### config.mk
export PLATFORM = sky130hd
export DESIGN_NAME = bfg_div
export DESIGN_NICKNAME = d
export VERILOG_FILES = /design/src/bfg_pkg.sv /design/src/bfg_div.sv
export SDC_FILE = /design/constraint.sdc
export NUM_CORES = 1
export LEC_CHECK = 0
export ABC_AREA = 0
export BUFFER_PORTS_ARGS = -buffer_cell sky130_fd_sc_hd__buf_2
export CAP_MARGIN = 20
export CORE_ASPECT_RATIO = 1.1
export CORE_MARGIN = 1
export CORE_UTILIZATION = 60
export DETAILED_ROUTE_END_ITERATION = 12
export GPL_ROUTABILITY_DRIVEN = 0
export GPL_TIMING_DRIVEN = 0
export PLACE_DENSITY = 0.88
export SLEW_MARGIN = 20
export SYNTH_ARGS = -nofsm -noshare
export SYNTH_HDL_FRONTEND = slang
export SYNTH_SLANG_ARGS = --single-unit
### constraint.sdc
create_clock -name clock -period 6.6 [get_ports clock]
set_clock_uncertainty 0.1 [all_clocks]
set_input_delay 0.99 -clock clock [delete_from_list [all_inputs] [get_ports clock]]
set_output_delay 0.99 -clock clock [all_outputs]
set_load 0.02 [all_outputs]
### src/bfg_pkg.sv
// Shared constants, types and the x^1.1 breakpoint table for the battery fuel gauge.
// Used by bfg_mul, bfg_div and battery_fuel_gauge_model; no dependencies.
`default_nettype none

package bfg_pkg;

   // Power table geometry
   localparam int POWER_TABLE_SEGMENTS = 64;
   localparam int IDX_W = $clog2(POWER_TABLE_SEGMENTS + 1);
   localparam int Y_W = 24;                 // breakpoints in Q16.16, below 2^24

   // Shared multiplier operand and product widths
   localparam int A_W = 25;
   localparam int B_W = 24;
   localparam int P_W = A_W + B_W;

   // Shared divider widths
   localparam int DIVIDEND_W = 53;
   localparam int DIVISOR_W = 38;
   localparam int DIV_CNT_W = $clog2(DIVIDEND_W + 1);

   // Field widths
   localparam int CUR_W = 16;
   localparam int DT_W = 20;
   localparam int RES_W = 20;
   localparam int CAP_W = 16;
   localparam int MV_W = 14;
   localparam int CHG_W = 25;
   localparam int OCV_W = 48;

   localparam logic [CHG_W-1:0] FULL_CHARGE = 25'd16777216;

   // Open-circuit voltage in 2^-24 mV units, scaled by 1000
   localparam logic [OCV_W-1:0] OCV_BASE_HI = 48'd188743680000000;
   localparam logic [OCV_W-1:0] OCV_BASE_LO = 48'd150994944000000;
   localparam logic [B_W-1:0] OCV_SLOPE_HI = 24'd750000;
   localparam logic [B_W-1:0] OCV_SLOPE_LO = 24'd12000000;

   // mV rounding: add half a unit, drop 24 bits, then divide by 1000 as a
   // multiply by ceil(2^34/1000); exact for the 24-bit operand range
   localparam logic [OCV_W-1:0] MV_HALF = 48'd8388608000;
   localparam logic [A_W-1:0] MV_RECIP = 25'd17179870;
   localparam int MV_RECIP_SHIFT = 34;
   localparam logic [A_W-1:0] HOUR_MS = 25'd3600000;

   // Register map
   localparam int CSR_INDEX_W = 2;
   localparam int CSR_DATA_W = 20;
   localparam logic [CSR_INDEX_W-1:0] CSR_RESISTANCE = 2'd0;
   localparam logic [CSR_INDEX_W-1:0] CSR_CAPACITY = 2'd1;

   typedef struct packed {
      logic start;
      logic [DIVIDEND_W-1:0] dividend;
      logic [DIVISOR_W-1:0] divisor;
   } div_req_type;

   typedef struct packed {
      logic done;
      logic [DIVIDEND_W-1:0] quotient;
   } div_rsp_type;

   typedef logic [Y_W-1:0] power_table_type [0:POWER_TABLE_SEGMENTS];

   // Breakpoint k holds (k*128/S)^1.1 in Q16.16: a * a^0.1, the tenth root found by
   // bisection over Q24 values with truncated powers.
   function automatic power_table_type build_power_table();
      power_table_type tab;
      logic [63:0] a;
      logic [63:0] lo;
      logic [63:0] hi;
      logic [63:0] mid;
      logic [63:0] p;
      int k;
      int i;
      for (k = 0; k <= POWER_TABLE_SEGMENTS; k++) begin
         a = (64'(k) << 31) / 64'(POWER_TABLE_SEGMENTS);
         lo = 64'd0;
         hi = 64'd1 << 25;
         while (hi - lo > 64'd1) begin
            mid = (lo + hi) >> 1;
            p = mid;
            for (i = 0; i < 9; i++) begin
               p = (p * mid) >> 24;
            end
            if (p <= a) begin
               lo = mid;
            end else begin
               hi = mid;
            end
         end
         tab[k] = Y_W'((a * lo) >> 32);
      end
      return tab;
   endfunction

   localparam power_table_type POWER_TABLE = build_power_table();

endpackage

`default_nettype wire

### src/bfg_div.sv
// Bit-serial restoring divider for the charge drain.
// Depends on bfg_pkg for widths and the request/response structs.
`default_nettype none

module bfg_div (
   input  wire logic                  clock,
   input  wire logic                  reset,
   input  wire bfg_pkg::div_req_type  div_req,
   output bfg_pkg::div_rsp_type       div_rsp
);

   localparam int N = bfg_pkg::DIVIDEND_W;
   localparam int D = bfg_pkg::DIVISOR_W;
   localparam int C = bfg_pkg::DIV_CNT_W;

   logic         busy_ff, busy_in;
   logic         done_ff, done_in;
   logic [C-1:0] count_ff, count_in;
   logic [D-1:0] rem_ff, rem_in;
   logic [N-1:0] quo_ff, quo_in;
   logic [D-1:0] divisor_ff, divisor_in;

   logic [D:0]   shifted;
   logic [D+1:0] trial;
   logic         ge;

   always_comb begin
      shifted = {rem_ff, quo_ff[N-1]};
      trial = {1'b0, shifted} - {2'b00, divisor_ff};
      ge = !trial[D+1];

      busy_in = busy_ff;
      done_in = 1'b0;
      count_in = count_ff;
      rem_in = rem_ff;
      quo_in = quo_ff;
      divisor_in = divisor_ff;

      if (div_req.start) begin
         busy_in = 1'b1;
         count_in = '0;
         rem_in = '0;
         quo_in = div_req.dividend;
         divisor_in = div_req.divisor;
      end else if (busy_ff) begin
         // partial remainder stays below the divisor, so D bits hold it
         rem_in = ge ? trial[D-1:0] : shifted[D-1:0];
         quo_in = {quo_ff[N-2:0], ge};
         count_in = count_ff + C'(1);
         if (count_ff == C'(N - 1)) begin
            busy_in = 1'b0;
            done_in = 1'b1;
         end
      end
   end

   always_ff @(posedge clock) begin
      if (reset) begin
         busy_ff <= 1'b0;
         done_ff <= 1'b0;
         count_ff <= '0;
      end else begin
         busy_ff <= busy_in;
         done_ff <= done_in;
         count_ff <= count_in;
      end
   end

   always_ff @(posedge clock) begin
      rem_ff <= rem_in;
      quo_ff <= quo_in;
      divisor_ff <= divisor_in;
   end

   assign div_rsp.done = done_ff;
   assign div_rsp.quotient = quo_ff;

endmodule

`default_nettype wire

==> run summary, run 1 <==
Crit-path slowest cell: fa_1
Die width: 110 um
Leakage dissipation: 3.91 nW
Full die area: 13400 um^2
P_sw: 0.790 mW
DRC: 0
Core Util, Final: 0.736
Period utilization: 0.535
Worst slew pin tran: 0.979 ns
Switch share: 0.307
Number of global-route vias before repair: 6485
DP Cell Count: 1039
Comb power frac: 0.233
Wire per inst: 18.8 um
Row count: 43
Setup TNS: 0 ns
Post-synthesis async set-or-reset flop share: 0
First-pass GRT wire length: 32300 um
Die H: 121 um
Area growth syn-to-layout: 19.7%
CP max FO: 3
Port bufs: 147
Non-Filler Instances: 1070
YS warnings: 0
Vias per cell: 6.20
Max-Cap Viols: 0
Gate count after technology mapping: 734
Unrepaired setup endpoints after global routing: no
Total number of vias: 6630
Initial antenna violation count: 0
Highest clock rate: 0.283 GHz
Commonest non-fill, non-tap cells in the layout: 149 x buf_2, 91 x edfxtp_1, 53 x mux2_2, 53 x nor2_1, 50 x inv_1
Initial Util: 0.615
Req. time, crit path: 6.84 ns
Total CTS buffers: 17
Final antenna diode count: 0
Relative slew slack: 0.347
Distinct cell type count after synthesis: 61
Post-synth EDFFs: 91
Share of cells above drive strength 1: 0.274
DRT Pass-1 Iters: 5
Worst hold stages: 2
Hold Path Class: reg -> reg
Seq/Total Area, Yosys: 0.472
IO Pins: 148
Total Routing Usage GR: 0.322
CTS Root Cell: clkbuf_16
CTS-repair resized insts: 0
Iteration-0 DRC Markers: 451
Clock Tree Buf Depth: 2
DRT Wirelength: 20100 um
Synth top area share: 0.353
Fin nets: 1036
CP peak stage delay: 0.43 ns
Clock share of power: 0.360
Yosys top cell by area: edfxtp_1
P_int: 1.78 mW
Postcts setup bufs: 0
Endpoints failing hold: 0
Status: finished clean
CP startpoint kind: flop
PD cells: 278 nW/um^2
Synth Register Bits: 137
Syn avg cell area: 10.6 um^2
Main synth FF type: edfxtp_1
Peak VDD IR: 0.221 mV
Final Critical Period: 3.53 ns
H-tree Lvls: 4
CTS tree: done
Top cells by area, synth: edfxtp_1 35%, dfxtp_1 12%, mux2_2 7.7%
Critical path capture point type: flop
Most common cell after layout, fill and taps aside: buf_2
Largest net degree at the start of global routing: 42
Fillcell total: 839
Worst-case reg-to-reg path depth: 13
Gr ovfl total: 0
Crit path kind: reg -> reg
Core Region: 12600 um^2
Sequential power share: 0.407
Antenna-violating nets left: 0
CP arrival: 3.77 ns
Hold_buf cts: 0
Syn Std Cell Area: 7740 um^2
Syn Nets: 869
Final setup viols: 0
Skew-Pair Late Insertion Delay: 0.44 ns
CP Cell Sequence: inv_1, ha_1, inv_1, fa_1, a211oi_1, o211ai_1, and3_1, or3_1, a31oi_1, o21ai_0, xor2_1, mux2i_1, a211oi_1
Clock-pin slew on the worst setup and hold paths: 0.06 ns
DP HPWL: 13800 um
Clock sink count: 137
Max Slew Vio Count: 0
==> final timing paths <==
check / from / end / slack [ns]
setup / recovery: quo_ff[52] / rem_ff[20] / 3.07
hold / removal: rem_ff[17] / rem_ff[17] / 0.39
setup reg to reg: quo_ff[52] / rem_ff[20] / 3.07
hold reg to reg: rem_ff[17] / rem_ff[17] / 0.39
==> cells in the mapped netlist, types with 2 or more instances <==
cell,n
buf_1,2
nand2_1,49
o31ai_1,2
a311oi_1,2
o211ai_1,8
buf_2,2
a31oi_1,8
clkbuf_1,26
a211oi_1,24
and4_1,2
nor3b_1,7
dfxtp_1,46
nand4_1,13
mux2i_1,30
xnor2_1,18
nand3_1,12
nor2_1,53
nor2b_2,2
o21a_1,4
nor3_1,9
inv_1,51
nand3b_1,3
o21bai_1,2
buf_8,2
a21oi_1,45
nand2b_1,5
nor4_1,2
o311ai_0,2
edfxtp_1,91
o21ai_0,36
or3_1,6
or2_2,3
o221ai_1,3
mux2_2,53
nor2b_1,4
buf_4,2
ha_1,40
o22ai_1,2
and2_1,3
a21o_1,16
o2111ai_1,3
and3_1,4
a21boi_0,3
xor2_1,17
==> flip-flops by register name, indices dropped and copies added, names as in the netlist <==
signal      flops
busy_ff         1
rem_ff         38
divisor_ff     38
quo_ff         53
count_ff        6
done_ff         1
==> worst max-delay path, delay by kind of cell (launching register included) <==
family / cells / cell delay [ns]
xor+xnor: 1 / 0.16
simple gates: 2 / 0.63
mux: 1 / 0.10
compound gates: 5 / 1.28
flops: 1 / 0.42
fa+ha+maj: 2 / 0.61
buf+inv: 2 / 0.15
==> logic make-up (layout without fill, tap and decap cells) <==
kind of cell             Yosys count  in the layout  synth area share
AO/OA/AOI/OAI                    173            173             0.147
AND/OR/NAND/NOR                  178            178             0.111
multiplexers                      83             83             0.116
adder cells (fa/ha/maj)           41             41            0.0672
buffers and inverters             87            266            0.0475
XOR/XNOR                          35             35            0.0396
flip-flops                       137            137             0.472
==> metal layers <==
layer | up-vias | wire length [um] | global-route usage
met1 | 3143 | 7700 | 0.383
met4 | 0 | 728 | 0.156
li1 | 3053 | - | -
met2 | 366 | 9930 | 0.537
met5 | - | 0 | 0
met3 | 68 | 1730 | 0.0800
==> area by class of cell <==
| class | count | area [um^2] | share of cell area |
|---|---|---|---|
| multi-input cells | 510 | 3720 | 0.402 |
| plain buffers | 36 | 176 | 0.0190 |
| well taps | 157 | 196 | 0.0212 |
| repair buffers | 148 | 756 | 0.0815 |
| clock buffers | 19 | 453 | 0.0489 |
| clock inverters | 12 | 118 | 0.0127 |
| inverters | 51 | 191 | 0.0207 |
| flip-flops and latches | 137 | 3650 | 0.394 |
==> per-stage QoR <==
| stage | worst slack, ns | hold WS, ns | power [mW] | instance area, um^2 |
|---|---|---|---|---|
| floorplan | 3.51 | 0.353 | 1.47 | 7740 |
| detailed placement | 2.80 | 0.385 | 1.64 | 8700 |
| finish | 3.07 | 0.391 | 2.57 | 9270 |
| global placement | 2.02 | 0.373 | 1.62 | 8680 |
| CTS | 3.13 | 0.395 | 2.57 | 9270 |
| global route | 2.89 | 0.434 | 2.67 | 9270 |
==> power by group through the flow <==
stage                     logic [mW]  registers (mW)  clock network (mW)
after floorplan                0.377            1.10                   0
after global placement         0.561            1.06                   0
after detailed placement       0.581            1.06                   0
after CTS                      0.592            1.05               0.930
after global routing           0.652            1.05               0.967
final                          0.599            1.05               0.928
No activity file was read; power rests on OpenSTA's default activity.
==> run 2: changes to the inputs <==
--- a/config.mk
+++ b/config.mk
@@ -10,11 +10,11 @@
 export CAP_MARGIN = 20
 export CORE_ASPECT_RATIO = 1.1
 export CORE_MARGIN = 1
-export CORE_UTILIZATION = 60
+export CORE_UTILIZATION = 56
 export DETAILED_ROUTE_END_ITERATION = 12
 export GPL_ROUTABILITY_DRIVEN = 0
 export GPL_TIMING_DRIVEN = 0
-export PLACE_DENSITY = 0.88
+export PLACE_DENSITY = 0.83
 export SLEW_MARGIN = 20
 export SYNTH_ARGS = -nofsm -noshare
 export SYNTH_HDL_FRONTEND = slang
==> constraint.sdc (replaced) <==
create_clock -name clock -period 3.5 [get_ports clock]
set_clock_uncertainty 0.1 [all_clocks]
set_input_delay 0.525 -clock clock [delete_from_list [all_inputs] [get_ports clock]]
set_output_delay 0.525 -clock clock [all_outputs]
set_load 0.02 [all_outputs]
==> run 2 against run 1 <==
  * Maximum frequency is 5.2% higher
  * Total power is 89% higher
  * Routed wire length is 5.7% lower
  * Sequential cell count stayed put
  * Critical endpoint is now rem_ff[30]
  * Non-clock buffer count stayed put
  * Final cell count is 2.6% higher
  * Die area is 7.0% higher
  * Combinational power is 85% higher
  * Register-to-register slack worse by 2.9 ns
  * Via count is 4.2% lower
  * Setup slack worse by 2.9 ns
==> run summary, run 2 (synthesis results as in run 1) <==
Status: finished clean
Most common cell after layout, fill and taps aside: buf_2
Final Critical Period: 3.35 ns (-0.175 ns)
Worst path buffer plus inverter count: 2 (unchanged)
Hold Path Class: in -> reg
Hold WS: 0.171 ns (-0.220 ns)
Max-Cap Viols: 0 (unchanged)
Clock sink count: 137 (unchanged)
Final antenna diode count: 0 (unchanged)
Final setup viols: 0 (unchanged)
Unrepaired setup endpoints after global routing: no
Switch share: 0.301 (-0.00581)
Die width: 114 um (+3.4%)
First-pass GRT wire length: 29700 um (-8.0%)
Clock share of power: 0.365 (+0.005)
Area growth syn-to-layout: 20.4%
CP max FO: 3 (unchanged)
Req. time, crit path: 3.70 ns (-3.14 ns)
Highest clock rate: 0.298 GHz (+5.2%)
P_sw: 1.46 mW (+85%)
P_int: 3.40 mW (+91%)
CTS tree: done
DP Cell Count: 1066 (+2.6%)
Final worst slack: 0.147 ns (-2.93 ns)
Share of cells above drive strength 1: 0.276 (+0.00189)
CP startpoint kind: flop
Postcts setup bufs: 0 (unchanged)
Total CTS buffers: 17 (unchanged)
DRT Pass-1 Iters: 5 (unchanged)
Fin area: 9330 um^2 (+0.63%)
Largest register FFs: 53 (unchanged)
Hold_buf cts: 0 (unchanged)
Initial Util: 0.581 (-0.0339)
Row count: 44 (+2.3%)
CTS-repair resized insts: 0 (unchanged)
Sequential power share: 0.406 (about the same)
Peak VDD IR: 0.374 mV (+69%)
Dpl ws: 0.161 ns (-2.64 ns)
Regs by FF count: quo_ff (53), divisor_ff (38), rem_ff (38)
PD cells: 522 nW/um^2 (+88%)
Clock Tree Buf Depth: 2 (unchanged)
Commonest non-fill, non-tap cells in the layout: 149 x buf_2, 91 x edfxtp_1, 53 x mux2_2, 53 x nor2_1, 50 x inv_1
Skew-Pair Late Insertion Delay: 0.42 ns (-0.02 ns)
CP Cell Sequence: inv_1, ha_1, inv_1, fa_1, a211oi_2, o211ai_1, and3_1, o31ai_2, o211ai_1, o211ai_1, o21ai_0, xnor2_1, o21ai_0
Die H: 125 um (+3.4%)
H-tree Lvls: 4 (unchanged)
Worst slew pin tran: 0.945 ns (-0.0341 ns)
Endpoints failing hold: 0 (unchanged)
Non-Filler Instances: 1098 (+2.6%)
Largest net degree at the start of global routing: 42 (unchanged)
Total Routing Usage GR: 0.270 (-0.0519)
Crit-path slowest cell: fa_1
Clock-pin slew on the worst setup and hold paths: 0.06 ns (about the same)
Relative slew slack: 0.370 (+0.0227)
DP Area: 8730 um^2 (+0.39%)
Antenna-violating nets left: 0 (unchanged)
DRT Wirelength: 19000 um (-5.7%)
Max Slew Vio Count: 0 (unchanged)
Total number of vias: 6349 (-4.2%)
Number of global-route vias before repair: 6282 (-3.1%)
Vias per cell: 5.78 (-6.7%)
Gr ovfl total: 0 (unchanged)
Initial antenna violation count: 0 (unchanged)
Fin nets: 1036 (unchanged)
Comb power frac: 0.229 (-0.004)
CP arrival: 3.55 ns (-0.22 ns)
Critical path capture point type: flop
Wire per inst: 17.3 um (-8.1%)
Full die area: 14300 um^2 (+7.0%)
Core Util, Final: 0.700 (-0.0361)
DP HPWL: 13600 um (-1.6%)
Core Region: 13300 um^2 (+5.8%)
Overall power: 4.87 mW (+89%)
Setup TNS: 0 ns (unchanged)
CP top delay family: compound AO/OA/AOI/OAI gates
Worst path most repeated cell: o211ai_1
Fillcell total: 977 (+16%)
DRC: 0 (unchanged)
Leakage dissipation: 3.92 nW (+0.22%)
Port bufs: 147 (unchanged)
CP peak stage delay: 0.44 ns (about the same)
Iteration-0 DRC Markers: 332 (-26%)
Top reg by flops: quo_ff
Reg2reg setup slack: 0.15 ns (-2.93 ns)
CTS Root Cell: clkbuf_16
Period utilization: 0.958 (+0.423)
Crit path kind: reg -> reg
IO Pins: 148 (unchanged)
run 2: final cells by class:
type                            count  area [um^2]  share of cell area
Multi-Input combinational cell    510         3740               0.401
Sequential cell                   137         3650               0.392
Timing Repair Buffer              148          756              0.0810
Clock buffer                       18          429              0.0460
Tap cell                          184          230              0.0247
Inverter                           51          191              0.0205
Buffer                             36          176              0.0189
Clock inverter                     14          150              0.0161
run 2: power by group through the flow:
stage	Sequential, mW	Clock [mW]	Combinational (mW)
floorplan	2.07	0	0.711
global placement	2.00	0	1.06
detailed placement	2.00	0	1.09
CTS	1.97	1.79	1.10
global route	1.99	1.86	1.21
finish	1.97	1.78	1.11
run 2: routing by layer:
metal  vias to the layer above  track usage  wire [um]
met3                        33       0.0727       1610
met4                         0        0.107        338
met2                       299        0.464       9350
met1                      2979        0.318       7650
li1                       3038            -          -
met5                         -            0          0
run 2: worst reg2reg max path: cells and delay by family, from the launching register on:
| family | cells | cell delay [ns] |
|---|---|---|
| AO/OA/AOI/OAI | 7 | 1.40 |
| adder cells (fa/ha/maj) | 2 | 0.64 |
| flip-flops | 1 | 0.41 |
| XOR/XNOR | 1 | 0.27 |
| AND/OR/NAND/NOR | 1 | 0.24 |
| buffers and inverters | 2 | 0.16 |
run 2: path summary, 6_finish.rpt:
kind         depth (start not counted)         from              to
min                                  1  div_req[31]  divisor_ff[31]
max reg2reg                         13   quo_ff[52]      rem_ff[30]
min reg2reg                          2   rem_ff[17]      rem_ff[17]
max                                 13   quo_ff[52]      rem_ff[30]
==> run 3: changes to the inputs <==
--- a/config.mk
+++ b/config.mk
@@ -10,11 +10,12 @@
 export CAP_MARGIN = 20
 export CORE_ASPECT_RATIO = 1.1
 export CORE_MARGIN = 1
-export CORE_UTILIZATION = 56
+export CORE_UTILIZATION = 51
 export DETAILED_ROUTE_END_ITERATION = 12
 export GPL_ROUTABILITY_DRIVEN = 0
 export GPL_TIMING_DRIVEN = 0
-export PLACE_DENSITY = 0.83
+export PLACE_DENSITY = 0.79
+export SKIP_CTS_REPAIR_TIMING = 1
 export SLEW_MARGIN = 20
 export SYNTH_ARGS = -nofsm -noshare
 export SYNTH_HDL_FRONTEND = slang
==> constraint.sdc (replaced) <==
create_clock -name clock -period 3 [get_ports clock]
set_clock_uncertainty 0.1 [all_clocks]
set_input_delay 0.45 -clock clock [delete_from_list [all_inputs] [get_ports clock]]
set_output_delay 0.45 -clock clock [all_outputs]
set_load 0.02 [all_outputs]
==> run 3 against run 2 <==
  * The flow now finishes with violations (negative setup slack)
  * Die area rose by 9.6%
  * Worst hold slack worse by 0.089 ns
  * Combinational power up 28%
  * Critical path type unchanged
  * Largest cell class unchanged
==> run summary, run 3 (synthesis results as in run 1) <==
Relative slew slack: 0.364 (-0.00592)
CP Cell Sequence: inv_1, ha_2, inv_2, fa_2, a211oi_2, o211ai_1, and3_4, or3_4, a31oi_4, o21ai_2, xor2_1, mux2i_1, a211oi_1
Commonest non-fill, non-tap cells in the layout: 149 x buf_2, 91 x edfxtp_1, 53 x nor2_1
Worst slew pin tran: 0.954 ns (+0.00888 ns)
Skew-Pair Late Insertion Delay: 0.43 ns (about the same)
Req. time, crit path: 3.17 ns (-0.53 ns)
Clock Tree Buf Depth: 2 (unchanged)
Most common cell after layout, fill and taps aside: buf_2
Total Routing Usage GR: 0.245 (-0.0245)
IO Pins: 148 (unchanged)
CP peak stage delay: 0.41 ns (-0.03 ns)
Max Slew Vio Count: 0 (unchanged)
DRC: 0 (unchanged)
First-pass GRT wire length: 30200 um (+1.9%)
CP max FO: 3 (unchanged)
Hold WS: 0.0822 ns (-0.0889 ns)
Peak VDD IR: 0.449 mV (+20%)
Clock-pin slew on the worst setup and hold paths: 0.06 ns (about the same)
Period utilization: 1.03 (+0.0739)
Unrepaired setup endpoints after global routing: yes
Row count: 46 (+4.5%)
Overall power: 5.95 mW (+22%)
Antenna-violating nets left: 0 (unchanged)
Gr ovfl total: 0 (unchanged)
Crit-path slowest cell: edfxtp_1
Initial antenna violation count: 0 (unchanged)
Share of cells above drive strength 1: 0.316 (+0.0403)
DP Cell Count: 1074 (+0.75%)
Final worst slack: -0.0957 ns (-0.243 ns)
Total number of vias: 6385 (+0.57%)
Highest clock rate: 0.323 GHz (+8.3%)
CTS tree: done
Top reg by flops: quo_ff
Dpl ws: -0.337 ns (-0.498 ns)
Die width: 119 um (+4.7%)
Wire per inst: 17.6 um (+2.1%)
Crit path kind: reg -> reg
CP startpoint kind: flop
Critical path capture point type: flop
Final setup viols: 6 (+6)
Fillcell total: 1138 (+16%)
Full die area: 15700 um^2 (+9.6%)
Port bufs: 147 (unchanged)
Setup TNS: -0.295 ns (-0.295 ns)
Regs by FF count: quo_ff (53), divisor_ff (38), rem_ff (38)
H-tree Lvls: 4 (unchanged)
Clock sink count: 137 (unchanged)
Die H: 131 um (+4.7%)
DP HPWL: 13500 um (-0.86%)
Largest net degree at the start of global routing: 42 (unchanged)
Vias per cell: 5.72 (-1.1%)
PD cells: 618 nW/um^2 (+18%)
Iteration-0 DRC Markers: 466 (+40%)
Area growth syn-to-layout: 24.4%
CP arrival: 3.27 ns (-0.28 ns)
Reg2reg setup slack: -0.1 ns (-0.24 ns)
Status: finished, violations left
Non-Filler Instances: 1116 (+1.6%)
Fin area: 9640 um^2 (+3.3%)
CTS Root Cell: clkbuf_16
Fin nets: 1046 (+0.97%)
DP Area: 8750 um^2 (+0.20%)
Final antenna diode count: 0 (unchanged)
Largest register FFs: 53 (unchanged)
Failing checks: negative setup slack
Final Critical Period: 3.10 ns (-0.257 ns)
Endpoints failing hold: 0 (unchanged)
DRT Wirelength: 19700 um (+3.8%)
Leakage dissipation: 4.04 nW (+2.9%)
Total CTS buffers: 17 (unchanged)
Core Region: 14600 um^2 (+9.7%)
DRT Pass-1 Iters: 6 (+1)
Number of global-route vias before repair: 6241 (-0.65%)
Hold Path Class: in -> reg
Initial Util: 0.530 (-0.0515)
Max-Cap Viols: 0 (unchanged)
Core Util, Final: 0.659 (-0.0409)
run 3: power breakdown:
group          leakage [nW]  switching [mW]  total [mW]  internal [mW]
Combinational          2.45           0.824        1.42          0.593
Clock                 0.307           0.841        2.23           1.39
Sequential             1.28          0.0957        2.30           2.20
Total                  4.04            1.76        5.95           4.19
run 3: layer usage:
metal | part of all wire | GRT usage
met5 | 0 | 0
met4 | 0.023 | 0.101
met3 | 0.082 | 0.0634
met2 | 0.48 | 0.412
met1 | 0.41 | 0.297
run 3: cell type report:
| type | count | area, um^2 | share of cell area |
|---|---|---|---|
| Buffer | 33 | 171 | 0.0178 |
| Clock buffer | 17 | 425 | 0.0442 |
| Clock inverter | 15 | 195 | 0.0203 |
| Inverter | 51 | 191 | 0.0199 |
| Multi-Input combinational cell | 511 | 3900 | 0.405 |
| Sequential cell | 137 | 3650 | 0.379 |
| Tap cell | 192 | 240 | 0.0249 |
| Timing Repair Buffer | 160 | 858 | 0.0891 |
run 3: worst max-delay path: cells and delay by family, from the launching register on:
kind | cells | cell delay, ns
adder cells (fa/ha/maj) | 2 | 0.56
XOR/XNOR | 1 | 0.17
AO/OA/AOI/OAI | 5 | 0.83
flip-flops | 1 | 0.41
AND/OR/NAND/NOR | 2 | 0.58
multiplexers | 1 | 0.17
buffers and inverters | 2 | 0.12
run 3: worst paths after layout:
| path | from | endpoint | cells after the start |
|---|---|---|---|
| worst max-delay path | quo_ff[52] | rem_ff[20] | 13 |
| worst min-delay path | reset | busy_ff | 2 |
| worst max register to register | quo_ff[52] | rem_ff[20] | 13 |
| worst min register to register | rem_ff[17] | rem_ff[17] | 2 |
